File: src/rtl/hstd_pkg.sv
`timescale 1ns / 1ps
// types and constants for the headset type detect debounce block
// no dependencies; imported by every module of the block

package hstd_pkg;

    // sample and register widths
    localparam int SAMPLE_BITS = 12;
    localparam int SUM_BITS    = SAMPLE_BITS + 2;
    localparam int LIMIT_BITS  = 4;
    localparam int CFG_IDX_BITS = 3;

    // class codes
    localparam logic [1:0] CLS_UNPLUGGED = 2'd0;
    localparam logic [1:0] CLS_FOUR_POLE = 2'd1;
    localparam logic [1:0] CLS_THREE_POLE = 2'd2;
    localparam logic [1:0] CLS_HOOK = 2'd3;

    // last reported value before anything has been reported
    localparam logic [2:0] LAST_NONE = 3'd4;

    // register indexes
    localparam logic [CFG_IDX_BITS-1:0] REG_UNPLUG_THRESHOLD = 3'd0;
    localparam logic [CFG_IDX_BITS-1:0] REG_THREE_POLE_LIMIT = 3'd1;
    localparam logic [CFG_IDX_BITS-1:0] REG_FOUR_POLE_LOW    = 3'd2;
    localparam logic [CFG_IDX_BITS-1:0] REG_FOUR_POLE_HIGH   = 3'd3;
    localparam logic [CFG_IDX_BITS-1:0] REG_HOOK_THRESHOLD   = 3'd4;
    localparam logic [CFG_IDX_BITS-1:0] REG_DEBOUNCE_LIMIT   = 3'd5;

    // register reset values
    localparam logic [SAMPLE_BITS-1:0] RST_UNPLUG_THRESHOLD = 12'd2900;
    localparam logic [SAMPLE_BITS-1:0] RST_THREE_POLE_LIMIT = 12'd500;
    localparam logic [SAMPLE_BITS-1:0] RST_FOUR_POLE_LOW    = 12'd600;
    localparam logic [SAMPLE_BITS-1:0] RST_FOUR_POLE_HIGH   = 12'd2600;
    localparam logic [SAMPLE_BITS-1:0] RST_HOOK_THRESHOLD   = 12'd410;
    localparam logic [LIMIT_BITS-1:0]  RST_DEBOUNCE_LIMIT   = 4'd3;

    // input beat
    typedef struct packed {
        logic                   samples_ready;
        logic [SAMPLE_BITS-1:0] sample_a;
        logic [SAMPLE_BITS-1:0] sample_b;
        logic [SAMPLE_BITS-1:0] sample_c;
        logic [SAMPLE_BITS-1:0] sample_d;
        logic                   hook_ready;
        logic [SAMPLE_BITS-1:0] hook_a;
        logic [SAMPLE_BITS-1:0] hook_b;
        logic [SAMPLE_BITS-1:0] hook_c;
        logic [SAMPLE_BITS-1:0] hook_d;
    } t_in_beat;

    // output beat
    typedef struct packed {
        logic       report_valid;
        logic [1:0] reported_class;
        logic       mic_switch_write;
        logic       mic_switch_level;
    } t_out_beat;

    // threshold set
    typedef struct packed {
        logic [SAMPLE_BITS-1:0] unplug_threshold;
        logic [SAMPLE_BITS-1:0] three_pole_limit;
        logic [SAMPLE_BITS-1:0] four_pole_low;
        logic [SAMPLE_BITS-1:0] four_pole_high;
        logic [SAMPLE_BITS-1:0] hook_threshold;
    } t_thresholds;

    // classifier verdict passed to the debounce stage
    typedef struct packed {
        logic       ready;
        logic       update;
        logic [1:0] cls;
        logic       sw_write;
        logic       sw_level;
    } t_class_info;

endpackage

File: src/rtl/hstd_classify.sv
`timescale 1ns / 1ps
// sample averaging and band classification for one tick
// depends on hstd_pkg

module hstd_classify
    import hstd_pkg::*;
(
    input  t_in_beat    i_beat,
    input  t_thresholds i_thr,
    output t_class_info o_info
);

    logic [SUM_BITS-1:0]    det_sum;
    logic [SUM_BITS-1:0]    hook_sum;
    logic [SAMPLE_BITS-1:0] det_avg;
    logic [SAMPLE_BITS-1:0] hook_avg;

    // four-sample sums, average by dropping two bits
    assign det_sum = {2'b00, i_beat.sample_a} + {2'b00, i_beat.sample_b}
                   + {2'b00, i_beat.sample_c} + {2'b00, i_beat.sample_d};
    assign hook_sum = {2'b00, i_beat.hook_a} + {2'b00, i_beat.hook_b}
                    + {2'b00, i_beat.hook_c} + {2'b00, i_beat.hook_d};
    assign det_avg  = det_sum[SUM_BITS-1:2];
    assign hook_avg = hook_sum[SUM_BITS-1:2];

    // band tests in fixed order; a gap leaves the class alone
    always_comb begin
        o_info.ready    = i_beat.samples_ready;
        o_info.update   = 1'b0;
        o_info.cls      = CLS_UNPLUGGED;
        o_info.sw_write = 1'b0;
        o_info.sw_level = 1'b0;
        if (i_beat.samples_ready) begin
            priority if (det_avg > i_thr.unplug_threshold) begin
                o_info.update = 1'b1;
                o_info.cls    = CLS_UNPLUGGED;
            end else if (det_avg < i_thr.three_pole_limit) begin
                o_info.update   = 1'b1;
                o_info.cls      = CLS_THREE_POLE;
                o_info.sw_write = 1'b1;
            end else if (det_avg >= i_thr.four_pole_low &&
                         det_avg < i_thr.four_pole_high) begin
                o_info.update   = 1'b1;
                o_info.sw_write = 1'b1;
                o_info.sw_level = 1'b1;
                if (i_beat.hook_ready && hook_avg <= i_thr.hook_threshold) begin
                    o_info.cls = CLS_HOOK;
                end else begin
                    o_info.cls = CLS_FOUR_POLE;
                end
            end else begin
                o_info.update = 1'b0;
            end
        end
    end

endmodule

File: src/rtl/hstd_debounce.sv
`timescale 1ns / 1ps
// class state and debounce counter, advanced once per processed tick
// depends on hstd_pkg

module hstd_debounce
    import hstd_pkg::*;
(
    input  logic                  i_clk,
    input  logic                  i_rst_n,
    input  logic                  i_step,
    input  t_class_info           i_info,
    input  logic [LIMIT_BITS-1:0] i_limit,
    output logic                  o_report,
    output logic [1:0]            o_class
);

    logic [1:0]            r_cur;
    logic [2:0]            r_last;
    logic [LIMIT_BITS-1:0] r_count;
    logic [1:0]            n_cur;
    logic [2:0]            n_last;
    logic [LIMIT_BITS-1:0] n_count;

    // next class, then compare with what was last reported
    always_comb begin
        n_cur    = i_info.update ? i_info.cls : r_cur;
        n_last   = r_last;
        n_count  = r_count;
        o_report = 1'b0;
        o_class  = CLS_UNPLUGGED;
        if (i_info.ready && r_last != {1'b0, n_cur}) begin
            if (r_count >= i_limit) begin
                n_last   = {1'b0, n_cur};
                n_count  = '0;
                o_report = 1'b1;
                o_class  = n_cur;
            end else begin
                n_count = r_count + 1'b1;
            end
        end
    end

    // state registers
    always_ff @(posedge i_clk) begin
        if (!i_rst_n) begin
            r_cur   <= CLS_UNPLUGGED;
            r_last  <= LAST_NONE;
            r_count <= '0;
        end else if (i_step) begin
            r_cur   <= n_cur;
            r_last  <= n_last;
            r_count <= n_count;
        end
    end

endmodule

File: src/rtl/headset_type_detect_debounce_unit.sv
`timescale 1ns / 1ps
// top level: config registers, input and result registers, handshakes
// depends on hstd_pkg, hstd_classify, hstd_debounce

// Headset type detector with debounce.
// Input channel: one beat per poll tick (i_in_valid / o_in_stall / i_in_data),
// taken at an edge with valid high and stall low. Every beat gives exactly
// one result beat on the output channel (o_out_valid / i_out_stall /
// o_out_data), in order.
// The accepting edge loads the input register; a later edge, taken once the
// result register is empty or not stalled, carries the beat through
// classification and debounce into the result register.
// Throughput: one beat per cycle while the receiver does not stall, set by
// the single classify-and-debounce pass between the two registers.
// When the receiver stalls, the result register holds its beat and the
// input register takes one more beat before o_in_stall rises.
// Configuration: i_cfg_we writes register i_cfg_idx with i_cfg_data at the
// clock edge; indexes past the list are ignored. Write only while idle.
// Reset (synchronous, active low) restores the threshold defaults, clears
// the class to unplugged, marks nothing reported and empties both registers.

module headset_type_detect_debounce_unit
    import hstd_pkg::*;
(
    input  logic                    i_clk,
    input  logic                    i_rst_n,
    input  logic                    i_in_valid,
    output logic                    o_in_stall,
    input  t_in_beat                i_in_data,
    output logic                    o_out_valid,
    input  logic                    i_out_stall,
    output t_out_beat               o_out_data,
    input  logic                    i_cfg_we,
    input  logic [CFG_IDX_BITS-1:0] i_cfg_idx,
    input  logic [SAMPLE_BITS-1:0]  i_cfg_data
);

    t_thresholds           r_thr;
    logic [LIMIT_BITS-1:0] r_limit;
    t_in_beat              r_in;
    logic                  r_in_valid;
    t_out_beat             r_out;
    logic                  r_out_valid;
    t_out_beat             n_out;
    t_class_info           info;
    logic                  s1_load;
    logic                  s2_fire;
    logic                  rep;
    logic [1:0]            rep_class;

    // pipeline advance
    assign s2_fire    = r_in_valid && (!r_out_valid || !i_out_stall);
    assign o_in_stall = r_in_valid && !s2_fire;
    assign s1_load    = i_in_valid && !o_in_stall;

    // configuration registers
    always_ff @(posedge i_clk) begin
        if (!i_rst_n) begin
            r_thr.unplug_threshold <= RST_UNPLUG_THRESHOLD;
            r_thr.three_pole_limit <= RST_THREE_POLE_LIMIT;
            r_thr.four_pole_low    <= RST_FOUR_POLE_LOW;
            r_thr.four_pole_high   <= RST_FOUR_POLE_HIGH;
            r_thr.hook_threshold   <= RST_HOOK_THRESHOLD;
            r_limit                <= RST_DEBOUNCE_LIMIT;
        end else if (i_cfg_we) begin
            unique case (i_cfg_idx)
                REG_UNPLUG_THRESHOLD: r_thr.unplug_threshold <= i_cfg_data;
                REG_THREE_POLE_LIMIT: r_thr.three_pole_limit <= i_cfg_data;
                REG_FOUR_POLE_LOW:    r_thr.four_pole_low    <= i_cfg_data;
                REG_FOUR_POLE_HIGH:   r_thr.four_pole_high   <= i_cfg_data;
                REG_HOOK_THRESHOLD:   r_thr.hook_threshold   <= i_cfg_data;
                REG_DEBOUNCE_LIMIT:   r_limit <= i_cfg_data[LIMIT_BITS-1:0];
                default: ;
            endcase
        end
    end

    // input register
    always_ff @(posedge i_clk) begin
        if (!i_rst_n) begin
            r_in_valid <= 1'b0;
        end else if (s1_load) begin
            r_in_valid <= 1'b1;
        end else if (s2_fire) begin
            r_in_valid <= 1'b0;
        end
    end

    always_ff @(posedge i_clk) begin
        if (s1_load) begin
            r_in <= i_in_data;
        end
    end

    hstd_classify u_classify (
        .i_beat (r_in),
        .i_thr  (r_thr),
        .o_info (info)
    );

    hstd_debounce u_debounce (
        .i_clk    (i_clk),
        .i_rst_n  (i_rst_n),
        .i_step   (s2_fire),
        .i_info   (info),
        .i_limit  (r_limit),
        .o_report (rep),
        .o_class  (rep_class)
    );

    // result beat
    always_comb begin
        n_out.report_valid     = rep;
        n_out.reported_class   = rep_class;
        n_out.mic_switch_write = info.sw_write;
        n_out.mic_switch_level = info.sw_level;
    end

    always_ff @(posedge i_clk) begin
        if (!i_rst_n) begin
            r_out_valid <= 1'b0;
        end else if (s2_fire) begin
            r_out_valid <= 1'b1;
        end else if (!i_out_stall) begin
            r_out_valid <= 1'b0;
        end
    end

    always_ff @(posedge i_clk) begin
        if (s2_fire) begin
            r_out <= n_out;
        end
    end

    assign o_out_valid = r_out_valid;
    assign o_out_data  = r_out;

`ifndef SYNTHESIS
    // a held input beat is not lost while the result side is blocked
    a_in_held: assert property (@(posedge i_clk) disable iff (!i_rst_n)
        r_in_valid && !s2_fire |=> r_in_valid)
        else $error("input beat dropped while stalled");

    // a stalled result is not overwritten by a new pass
    a_no_overwrite: assert property (@(posedge i_clk) disable iff (!i_rst_n)
        r_out_valid && i_out_stall |-> !s2_fire)
        else $error("result register overwritten under stall");

    // pin level only with a pin write
    a_level_write: assert property (@(posedge i_clk) disable iff (!i_rst_n)
        o_out_valid && o_out_data.mic_switch_level |-> o_out_data.mic_switch_write)
        else $error("mic switch level without write");

    // a non-zero class appears only with a report
    a_class_report: assert property (@(posedge i_clk) disable iff (!i_rst_n)
        o_out_valid && o_out_data.reported_class != CLS_UNPLUGGED
        |-> o_out_data.report_valid)
        else $error("class shown without report");
`endif

endmodule
File: config.mk
export PLATFORM = sky130hd
export DESIGN_NAME = headset_type_detect_debounce_unit
export DESIGN_NICKNAME = d
export VERILOG_FILES = /design/src/rtl/hstd_pkg.sv /design/src/rtl/hstd_classify.sv /design/src/rtl/hstd_debounce.sv /design/src/rtl/headset_type_detect_debounce_unit.sv
export SDC_FILE = /design/constraint.sdc
export NUM_CORES = 1
export LEC_CHECK = 0
export BUFFER_PORTS_ARGS = -buffer_cell sky130_fd_sc_hd__buf_2
export CAP_MARGIN = 5
export CELL_PAD_IN_SITES_DETAIL_PLACEMENT = 1
export CELL_PAD_IN_SITES_GLOBAL_PLACEMENT = 1
export CORE_ASPECT_RATIO = 1.25
export CORE_UTILIZATION = 40
export CTS_BUF_LIST = sky130_fd_sc_hd__clkbuf_8
export DETAILED_ROUTE_END_ITERATION = 12
export MAX_ROUTING_LAYER = met4
export PLACE_DENSITY = 0.83
export SLEW_MARGIN = 20
export SYNTH_ARGS = -nofsm -noshare
export SYNTH_HDL_FRONTEND = slang
export SYNTH_SLANG_ARGS = --single-unit
File: constraint.sdc
create_clock -name i_clk -period 17.6 [get_ports i_clk]
set_input_delay 0.88 -clock i_clk [delete_from_list [all_inputs] [get_ports i_clk]]
set_output_delay 0.88 -clock i_clk [all_outputs]
set_load 0.01 [all_outputs]
==> results of run 1 <==
## worst max-delay path: cells and delay by family, from the launching register on
family                   cells  cell delay (ns)
adder cells (fa/ha/maj)      5             1.61
AO/OA/AOI/OAI               13             2.36
AND/OR/NAND/NOR              7             1.66
buffers and inverters        2             0.11
XOR/XNOR                     1             0.25
flip-flops                   1             0.38
## per-stage QoR
| step | utilization (%) | instance area [um^2] |
|---|---|---|
| after CTS | 46.2 | 11700 |
| after global routing | 46.3 | 11700 |
| after detailed placement | 44.6 | 11200 |
| after global placement | 44.6 | 11200 |
| after floorplan | - | 10200 |
| final | 46.3 | 11700 |
## area by class of cell
class | instances | area, um^2
clock buffers | 18 | 248
clock inverters | 14 | 168
fillers | 2904 | 13600
inverters | 174 | 653
multi-input cells | 632 | 4940
flip-flops and latches | 178 | 4590
well taps | 335 | 419
repair buffers | 127 | 643
## registers in the layout (all words and copies together), names as in the netlist
signal              cells
r_thr                  60
u_debounce.r_cur        2
o_out_data              5
r_in_valid              1
r_limit                 4
o_out_valid             1
u_debounce.r_last       3
u_debounce.r_count      4
r_in                   98
## kinds of logic (layout without fill, tap and decap cells)
group	count (synthesis)	after routing	synth area share, %
buffers and inverters	192	333	7.04
AOI/OAI and AO/OA	210	210	14.5
xor gates and xnor gates	35	35	2.99
and+or+nand+nor	238	238	10.7
DFF	178	178	44.9
adders and majority gates	137	137	18.6
muxes	12	12	1.20
## synthesized netlist by cell type (4+ instances only)
library cell,n
nand4_1,9
a21o_1,13
nor3_1,15
a211oi_1,5
nor2_1,28
clkbuf_1,18
o21a_1,6
mux2i_1,10
o211ai_1,27
nand2_1,123
o21ai_1,4
dfxtp_1,75
o21bai_1,14
inv_1,174
a21boi_0,37
nor2b_1,17
edfxtp_1,103
a21oi_1,46
nand3_1,13
fa_1,26
ha_1,111
a31oi_1,4
o21ai_0,29
xor2_1,13
xnor2_1,22
nand2b_1,9
## power by group through the flow
stage	Combinational [mW]	Clock, mW	Sequential, mW
6_report	0.632	0.301	0.471
5_1_grt	0.717	0.328	0.473
4_1_cts	0.639	0.312	0.471
3_5_place_dp	0.630	0	0.481
3_3_place_gp	0.600	0	0.479
2_1_floorplan	0.472	0	0.480
## layer usage
metal  part of all wire (%)  GRT usage [%]  up-vias
met5                      0              -        -
met4                    1.4           5.26        0
met3                    2.4           2.75       17
met2                     52           33.7       97
met1                     44           21.4     3577
li1                       -              -     3676
## worst max path at each step
stage	endpoint	cells after the start	slack, ns
final	o_out_data[3]	28	11.04
after global routing	o_out_data[2]	29	10.48
after CTS	o_out_data[3]	29	11.03
after detailed placement	o_out_data[3]	29	11.06
after global placement	o_out_data[3]	28	11.35
after floorplan	r_in[0]	2	11.58
==> impl_results.md, run 1 <==
- Hold Buf Count CTS: 0
- Vias: 7367
- N_diodes: 0
- Crit. End Element: flip-flop
- Clock Skew: 0.0282 ns
- Area leader, netlist: edfxtp_1
- Global-route wire length before repair: 37.7 mm
- TritonCTS clock tree: built
- Synth Register Bits: 178
- Run status: completed
- Leading post-synthesis cells by cell area: edfxtp_1, dfxtp_1, ha_1
- Post-layout nets: 1385
- Iter 0 DRT Violations: 260
- Layout cells sized above 1: 15.7%
- Syn Nets: 1257
- Pleak: 5.18 nW
- Vias per cell: 4.98
- Clock sinks: 178
- Core ar.: 25200 um^2
- Die W: 145 um
- Ys flop type: edfxtp_1
- Gate power share: 45.0%
- Crit start category: flip-flop
- Post-DP HPWL: 17.7 mm
- CP max-delay cell: nor3_1
- Routability cong.: 0.806
- Final Non-Filler Cells: 1478
- Initial antenna violation count: 0
- Vias in the first global route: 7979
- Commonest non-fill, non-tap cells in the layout: inv_1, buf_2, nand2_1
- DRT antenna net count: 0
- Final worst slack: 11.04 ns
- Initial Util: 40.6%
- Synth async-reset ratio: 0%
- # port buffers: 124
- Part of the Yosys area used for sequential elements: 44.9%
- Tmin final: 6.56 ns
- Bufs on Longest Clock Path: 2
- DRC viols: 0
- Cell row count: 65
- Worst-margin pin slew: 0.894 ns
- # Post-CTS Setup Buffers: 0
- Synthesized area per cell: 10.2 um^2
- R2R depth: 28
- Clk root buf: clkbuf_8
- Worst Setup SP: r_in[73]
- Final WL: 22.7 mm
- Slew margin rel.: 40.4%
- Die area: 26300 um^2
- Total GRT Usage: 18.7%
- Sw Share: 38.1%
- # IOs: 125
- WHS Endpoint: r_thr[19]
- Clk_lat worst skew: 0.48 ns
- Synth-to-Final Area Change: 13.9%
- CP Class: flip-flop to flip-flop
- Die Height: 181 um
- RSZ-0062 raised after global routing: false
- Critical Path RT: 17.90 ns
- Drt first pass iters: 6
- Worst-path clk slew: 0.10 ns
- Switch Pwr: 0.534 mW
- Slowest cell delay on critical path: 0.63 ns
- Num CTS Buffers: 17
- Top-area cell type share of the netlist area: 30.2%
- MaxCap Viol Count: 0
- Worst Hold Path Cells: 2
- Peak VDD IR: 0.0000619 V
- Final Setup Violations: 0
- Period utilization: 37.3%
- Critical-path maximum fanout: 5
- Yosys warnings: 0
- P_int: 0.869 mW
- HP Class: flip-flop to flip-flop
- Seq pwr share: 33.5%
- Cell Area, Synth: 10200 um^2
- Critical Path AT: 6.86 ns
- Number of synthesized flops with an enable pin: 103
- Post-synth cell types: 59
- Worst slack, placed: 11.06 ns
- Largest net degree at the start of global routing: 78
- Power Density: 120 nW/um^2
- Cts repair resizes: 0
- Worst Min Path Start: r_thr[19]
- Placed cells: 1446
- Final Power: 1.40 mW
- Slew Limit Fails: 0
- Reg-to-Reg Start: r_in[73]
- Wire per inst: 15.3 um
- Final Hold Viols: 0
- Worst r2r dst: o_out_data[3]
- Max Clock Freq: 152 MHz
- TNS Setup: 0 ns
- Overflow after GRT: 0
- Worst reg2reg setup slack: 11.04 ns
- Clock power share: 21.5%
- Commonest non-fill, non-tap cell in the layout: inv_1
- H-tree level count: 4
- Final hold slack: 0.470 ns
- Mapped Cells: 1002
Note: power is estimated with default switching activity, not from simulation.
==> run 2: changes to the inputs <==
- clock period: 17.6 -> 6.6 ns (I/O delays scaled with it)
==> impl_results.md, run 2 (synthesis results as in run 1) <==
- Initial Util: 40.6% (unchanged)
- Total GRT Usage: 19.9% (+1.2 points)
- Routability cong.: 0.805 (-0.16%)
- Worst-path clk slew: 0.09 ns (about the same)
- TritonCTS clock tree: built
- Post-DP HPWL: 17.9 mm (+1.3%)
- Worst reg2reg setup slack: 0.36 ns (-10.68 ns)
- Largest register by flop count: r_in
- Max Clock Freq: 160 MHz (+5.2%)
- Initial antenna violation count: 0 (unchanged)
- Slew Limit Fails: 0 (unchanged)
- Crit start category: flip-flop
- # port buffers: 124 (unchanged)
- Critical-path maximum fanout: 5 (unchanged)
- Post-layout nets: 1419 (+2.5%)
- Drt first pass iters: 4 (-2)
- Die area: 26300 um^2 (unchanged)
- Reg-to-Reg Start: r_in[73]
- Wire per inst: 16.0 um (+4.2%)
- Die Height: 181 um (unchanged)
- Synth-to-Final Area Change: 18.0%
- Vias: 7558 (+2.6%)
- Critical Path AT: 6.64 ns (-0.22 ns)
- Max FFs per register: 98 (unchanged)
- Final Hold Viols: 0 (unchanged)
- N_diodes: 0 (unchanged)
- Worst r2r dst: u_debounce.r_count[1]
- Clock Skew: 0.0156 ns (-0.0126 ns)
- DRC viols: 0 (unchanged)
- Clock sinks: 178 (unchanged)
- MaxCap Viol Count: 0 (unchanged)
- Core ar.: 25200 um^2 (unchanged)
- # IOs: 125 (unchanged)
- Commonest non-fill, non-tap cells in the layout: inv_1, buf_2, nand2_1
- Number of fill cells: 2878 (-0.90%)
- Multi-input logic area: 5010 um^2 (+1.5%)
- Worst Hold Path Cells: 1 (-1)
- Tmin final: 6.24 ns (-0.323 ns)
- Die W: 145 um (unchanged)
- Slew margin rel.: 33.7% (-6.7 points)
- Num CTS Buffers: 17 (unchanged)
- Pleak: 5.35 nW (+3.4%)
- Clk_lat worst skew: 0.48 ns (about the same)
- Register area: 4590 um^2 (unchanged)
- Largest net degree at the start of global routing: 79 (+1.3%)
- HP Class: input pin to flip-flop
- RSZ-0062 raised after global routing: true
- Final hold slack: 0.0271 ns (-0.443 ns)
- Commonest non-fill, non-tap cell in the layout: inv_1
- Peak VDD IR: 0.000163 V (+160%)
- H-tree level count: 4 (unchanged)
- Worst-margin pin slew: 0.995 ns (+0.101 ns)
- WHS Endpoint: r_in[94]
- Period utilization: 94.5% (+57 points)
- Bufs on Longest Clock Path: 2 (unchanged)
- Vias per cell: 5.00 (+0.29%)
- Global-route wire length before repair: 40.1 mm (+6.4%)
- Worst Min Path Start: i_in_data[94]
- Cell row count: 65 (unchanged)
- Layout cells sized above 1: 16.4% (+0.74 points)
- R2R depth: 25 (-11%)
- Final WL: 24.2 mm (+6.6%)
- Run status: completed
- Final Setup Violations: 0 (unchanged)
- Power Density: 320 nW/um^2 (+170%)
- Final Power: 3.86 mW (+180%)
- DRT antenna net count: 0 (unchanged)
- Iter 0 DRT Violations: 239 (-8.1%)
- Vias in the first global route: 8338 (+4.5%)
- Overflow after GRT: 0 (unchanged)
- Clk root buf: clkbuf_8
- Crit. End Element: flip-flop
- CP Class: flip-flop to flip-flop
- Critical Path RT: 7.00 ns (-10.90 ns)
==> run 2: cell count changes in the layout (fill, tap and decap cells not counted), sizes merged <==
cell         before  now
buf             127  129
bufinv            2    3
inv             183  180
clkinvlp          0    1
clkinv            3    4
dlygate4sd3       0   32
==> run 2: per-layer routing <==
metal | wire (um) | part of all wire (%) | vias up | track usage (%)
met3 | 653 | 2.7 | 29 | 2.90
met5 | 0 | 0 | - | -
met2 | 12600 | 52 | 115 | 36.0
met4 | 426 | 1.8 | 0 | 5.89
li1 | - | - | 3740 | -
met1 | 10500 | 43 | 3674 | 22.6
==> run 2: worst max-delay path: stages, from the launching register on <==
cell and delay [ns]:
edfxtp_1 0.36, ha_1 0.18, inv_1 0.06, fa_1 0.40, xor2_1 0.19, fa_1 0.50
inv_1 0.07, fa_1 0.45, a21o_1 0.17, a21oi_1 0.23, o21bai_1 0.10, a21oi_1 0.25
o21bai_1 0.12, a21oi_2 0.21, o21bai_1 0.12, a2111oi_2 0.44, nor3_2 0.15, ha_1 0.32
nand2_1 0.09, o21ai_0 0.13, a2111o_1 0.43, o311a_4 0.15, a311oi_4 0.41, xnor2_1 0.25
a21o_1 0.22, mux2i_1 0.18
==> run 2: timing repair <==
item | 4_1_cts | 5_1_grt
endpoints found under the setup margin | 0 | 8
hold endpoints to repair | 29 | 3
resized for setup | 0 | 18
hold buffers | 29 | 3
setup buffers | 0 | 2
==> run 2: report_power, final <==
group          total, mW  internal [mW]  switching [mW]
combinational       1.79          0.786            1.00
clock              0.819          0.391           0.429
sequential          1.26           1.24          0.0204
==> run 2: per-stage QoR <==
step / worst slack [ns] / cells / setup TNS, ns / util [%] / instance area [um^2]
2_1_floorplan: 0.911 / 1002 / 0 / - / 10200
3_3_place_gp: 0.344 / 1446 / 0 / 44.6 / 11200
3_5_place_dp: 0.0794 / 1446 / 0 / 44.6 / 11200
4_1_cts: 0.0321 / 1507 / 0 / 47.4 / 12000
5_1_grt: -0.0113 / 1512 / -0.0113 / 47.9 / 12100
6_report: 0.364 / 1512 / 0 / 47.9 / 12100
==> run 2: how the worst max path moves through the flow <==
stage,start,endpoint,slack (ns),cells after the start
floorplan,r_in[73],o_out_data[2],0.91,28
global placement,r_in[73],u_debounce.r_count[1],0.34,28
detailed placement,r_in[73],o_out_data[4],0.08,28
CTS,r_in[73],o_out_data[2],0.03,28
global route,r_in[73],o_out_data[2],-0.01,28
finish,r_in[73],u_debounce.r_count[1],0.36,25
==> run 2: area by class of cell <==
| class | instances | share of cell area (%) |
|---|---|---|
| Sequential cell | 178 | 38.0 |
| Clock inverter | 14 | 1.47 |
| Multi-Input combinational cell | 632 | 41.5 |
| Clock buffer | 18 | 2.05 |
| Tap cell | 335 | 3.47 |
| Timing Repair Buffer | 161 | 8.10 |
| Inverter | 174 | 5.41 |
==> run 3: changes to the inputs <==
- CORE_ASPECT_RATIO: 1.25 -> not set
- HOLD_SLACK_MARGIN: not set -> 0.06
==> impl_results.md, run 3 (synthesis results as in run 1) <==
- Run status: completed
- Die Height: 162 um (-10%)
- Layout cells sized above 1: 15.9% (-0.48 points)
- Clk_lat worst skew: 0.48 ns (about the same)
- Number of fill cells: 2793 (-3.0%)
- Vias per cell: 5.06 (+1.3%)
- Global-route wire length before repair: 43.7 mm (+8.8%)
- Post-route cell area: 12700 um^2 (+5.4%)
- Power Density: 308 nW/um^2 (-3.5%)
- HP Class: input pin to flip-flop
- Critical Path RT: 6.90 ns (-0.10 ns)
- Post-layout nets: 1486 (+4.7%)
- Bufs on Longest Clock Path: 2 (unchanged)
- MaxCap Viol Count: 0 (unchanged)
- Worst slack, placed: 0.0331 ns (-0.0463 ns)
- Worst-path clk slew: 0.12 ns (+0.03 ns)
- Final Setup Violations: 0 (unchanged)
- Period utilization: 97.0% (+2.6 points)
- Final worst slack: 0.196 ns (-0.169 ns)
- Core Util, Final: 50.6% (+2.7 points)
- CP max-delay cell: fa_1
- Overflow after GRT: 0 (unchanged)
- Routability cong.: 0.843 (+4.7%)
- Slowest cell delay on critical path: 0.48 ns (-0.02 ns)
- Slew Limit Fails: 0 (unchanged)
- Die W: 162 um (+12%)
- Commonest non-fill, non-tap cell in the layout: inv_1
- DRC viols: 0 (unchanged)
- Final WL: 27.6 mm (+14%)
- Slew margin rel.: 38.1% (+4.4 points)
- CP Class: flip-flop to flip-flop
- # port buffers: 124 (unchanged)
- Core ar.: 25200 um^2 (-0.12%)
- Max Clock Freq: 156 MHz (-2.6%)
- Post-DP HPWL: 18.4 mm (+2.5%)
- Cell row count: 58 (-11%)
- Drt first pass iters: 4 (unchanged)
- Tmin final: 6.40 ns (+0.169 ns)
- Commonest non-fill, non-tap cells in the layout: inv_1, buf_2, nand2_1
- Clk root buf: clkbuf_8
- Critical-path maximum fanout: 4 (-1)
- Post-place instance area: 11200 um^2 (-0.12%)
- Clock sinks: 178 (unchanged)
- Max FFs per register: 98 (unchanged)
- # IOs: 125 (unchanged)
- Pleak: 5.61 nW (+4.9%)
- Worst-margin pin slew: 0.926 ns (-0.0683 ns)
- Total GRT Usage: 22.2% (+2.3 points)
- P_int: 2.38 mW (-1.1%)
- Crit start category: flip-flop
- Vias in the first global route: 8609 (+3.3%)
- Initial Util: 40.7% (+0.048 points)
- Sw Share: 39.3% (+1.8 points)
- DRT antenna net count: 0 (unchanged)
- Clock Skew: 0.0202 ns (+0.00455 ns)
- Final hold slack: 0.0955 ns (+0.0684 ns)
- TritonCTS clock tree: built
- Final Hold Viols: 0 (unchanged)
- Peak VDD IR: 0.000137 V (-16%)
- Gate power share: 48.0% (+1.7 points)
- Final Non-Filler Cells: 1574 (+4.1%)
- Critical Path AT: 6.71 ns (+0.07 ns)
- Largest net degree at the start of global routing: 78 (-1.3%)
- Synth-to-Final Area Change: 24.4%
- H-tree level count: 4 (unchanged)
- Placed cells: 1440 (-0.41%)
- Initial antenna violation count: 0 (unchanged)
- Crit. End Element: flip-flop
- Wire per inst: 17.6 um (+9.8%)
- Switch Pwr: 1.54 mW (+6.5%)
- Largest register by flop count: r_in
- Iter 0 DRT Violations: 380 (+59%)
- Seq pwr share: 32.0% (-0.5 points)
- Num CTS Buffers: 17 (unchanged)
- N_diodes: 0 (unchanged)
- Die area: 26200 um^2 (about the same)
- Vias: 7968 (+5.4%)
- Clock power share: 20.0% (-1.2 points)
- Most used cell, CP: ha_1
run 3: area by class of cell:
| class | instances | area [um^2] | area share, % |
|---|---|---|---|
| Clock buffer | 17 | 234 | 1.84 |
| Clock inverter | 15 | 165 | 1.30 |
| Inverter | 174 | 653 | 5.13 |
| Multi-Input combinational cell | 632 | 5030 | 39.5 |
| Sequential cell | 178 | 4590 | 36.1 |
| Timing Repair Buffer | 228 | 1650 | 12.9 |
| Tap cell | 330 | 413 | 3.24 |
run 3: power by group through the flow:
stage	logic [mW]	registers, mW	clock network (mW)
6_report	1.89	1.26	0.785
5_1_grt	2.10	1.26	0.843
3_5_place_dp	1.70	1.28	0
3_3_place_gp	1.60	1.28	0
2_1_floorplan	1.26	1.28	0
4_1_cts	1.78	1.26	0.797
run 3: metrics by stage:
stage / TNS [ns] / power, mW
6_report: 0 / 3.93
5_1_grt: -0.132 / 4.21
4_1_cts: 0 / 3.83
3_5_place_dp: 0 / 2.99
3_3_place_gp: 0 / 2.88
2_1_floorplan: 0 / 2.54
run 3: path summary, 6_finish.rpt:
kind / to / from / depth (start not counted) / slack (ns)
setup / recovery: o_out_data[2] / r_in[73] / 29 / 0.20
hold / removal: r_in_valid / i_in_valid / 2 / 0.1
setup reg to reg: o_out_data[2] / r_in[73] / 29 / 0.20
hold reg to reg: r_thr[12] / r_thr[12] / 2 / 0.47
run 3: timing repair:
action,4_1_cts,5_1_grt
setup endpoints to repair,5,7
hold endpoints to repair,98,0
pin swaps,1,6
gates resized for setup,5,19
hold buffers,98,0
buffers inserted,0,4
run 3: worst max-delay path: cells and delay by family (launching register included):
family / cells / cell delay, ns
xor+xnor: 1 / 0.17
fa+ha+maj: 5 / 1.63
buf+inv: 3 / 0.34
flops: 1 / 0.39
simple gates: 9 / 1.63
compound gates: 11 / 2.08
run 3: routing by layer:
metal | up-vias | track usage (%) | routed length, um
li1 | 3885 | - | -
met1 | 3855 | 26.2 | 11900
met2 | 167 | 38.3 | 14000
met3 | 61 | 2.78 | 789
met4 | 0 | 9.22 | 946
met5 | - | - | 0
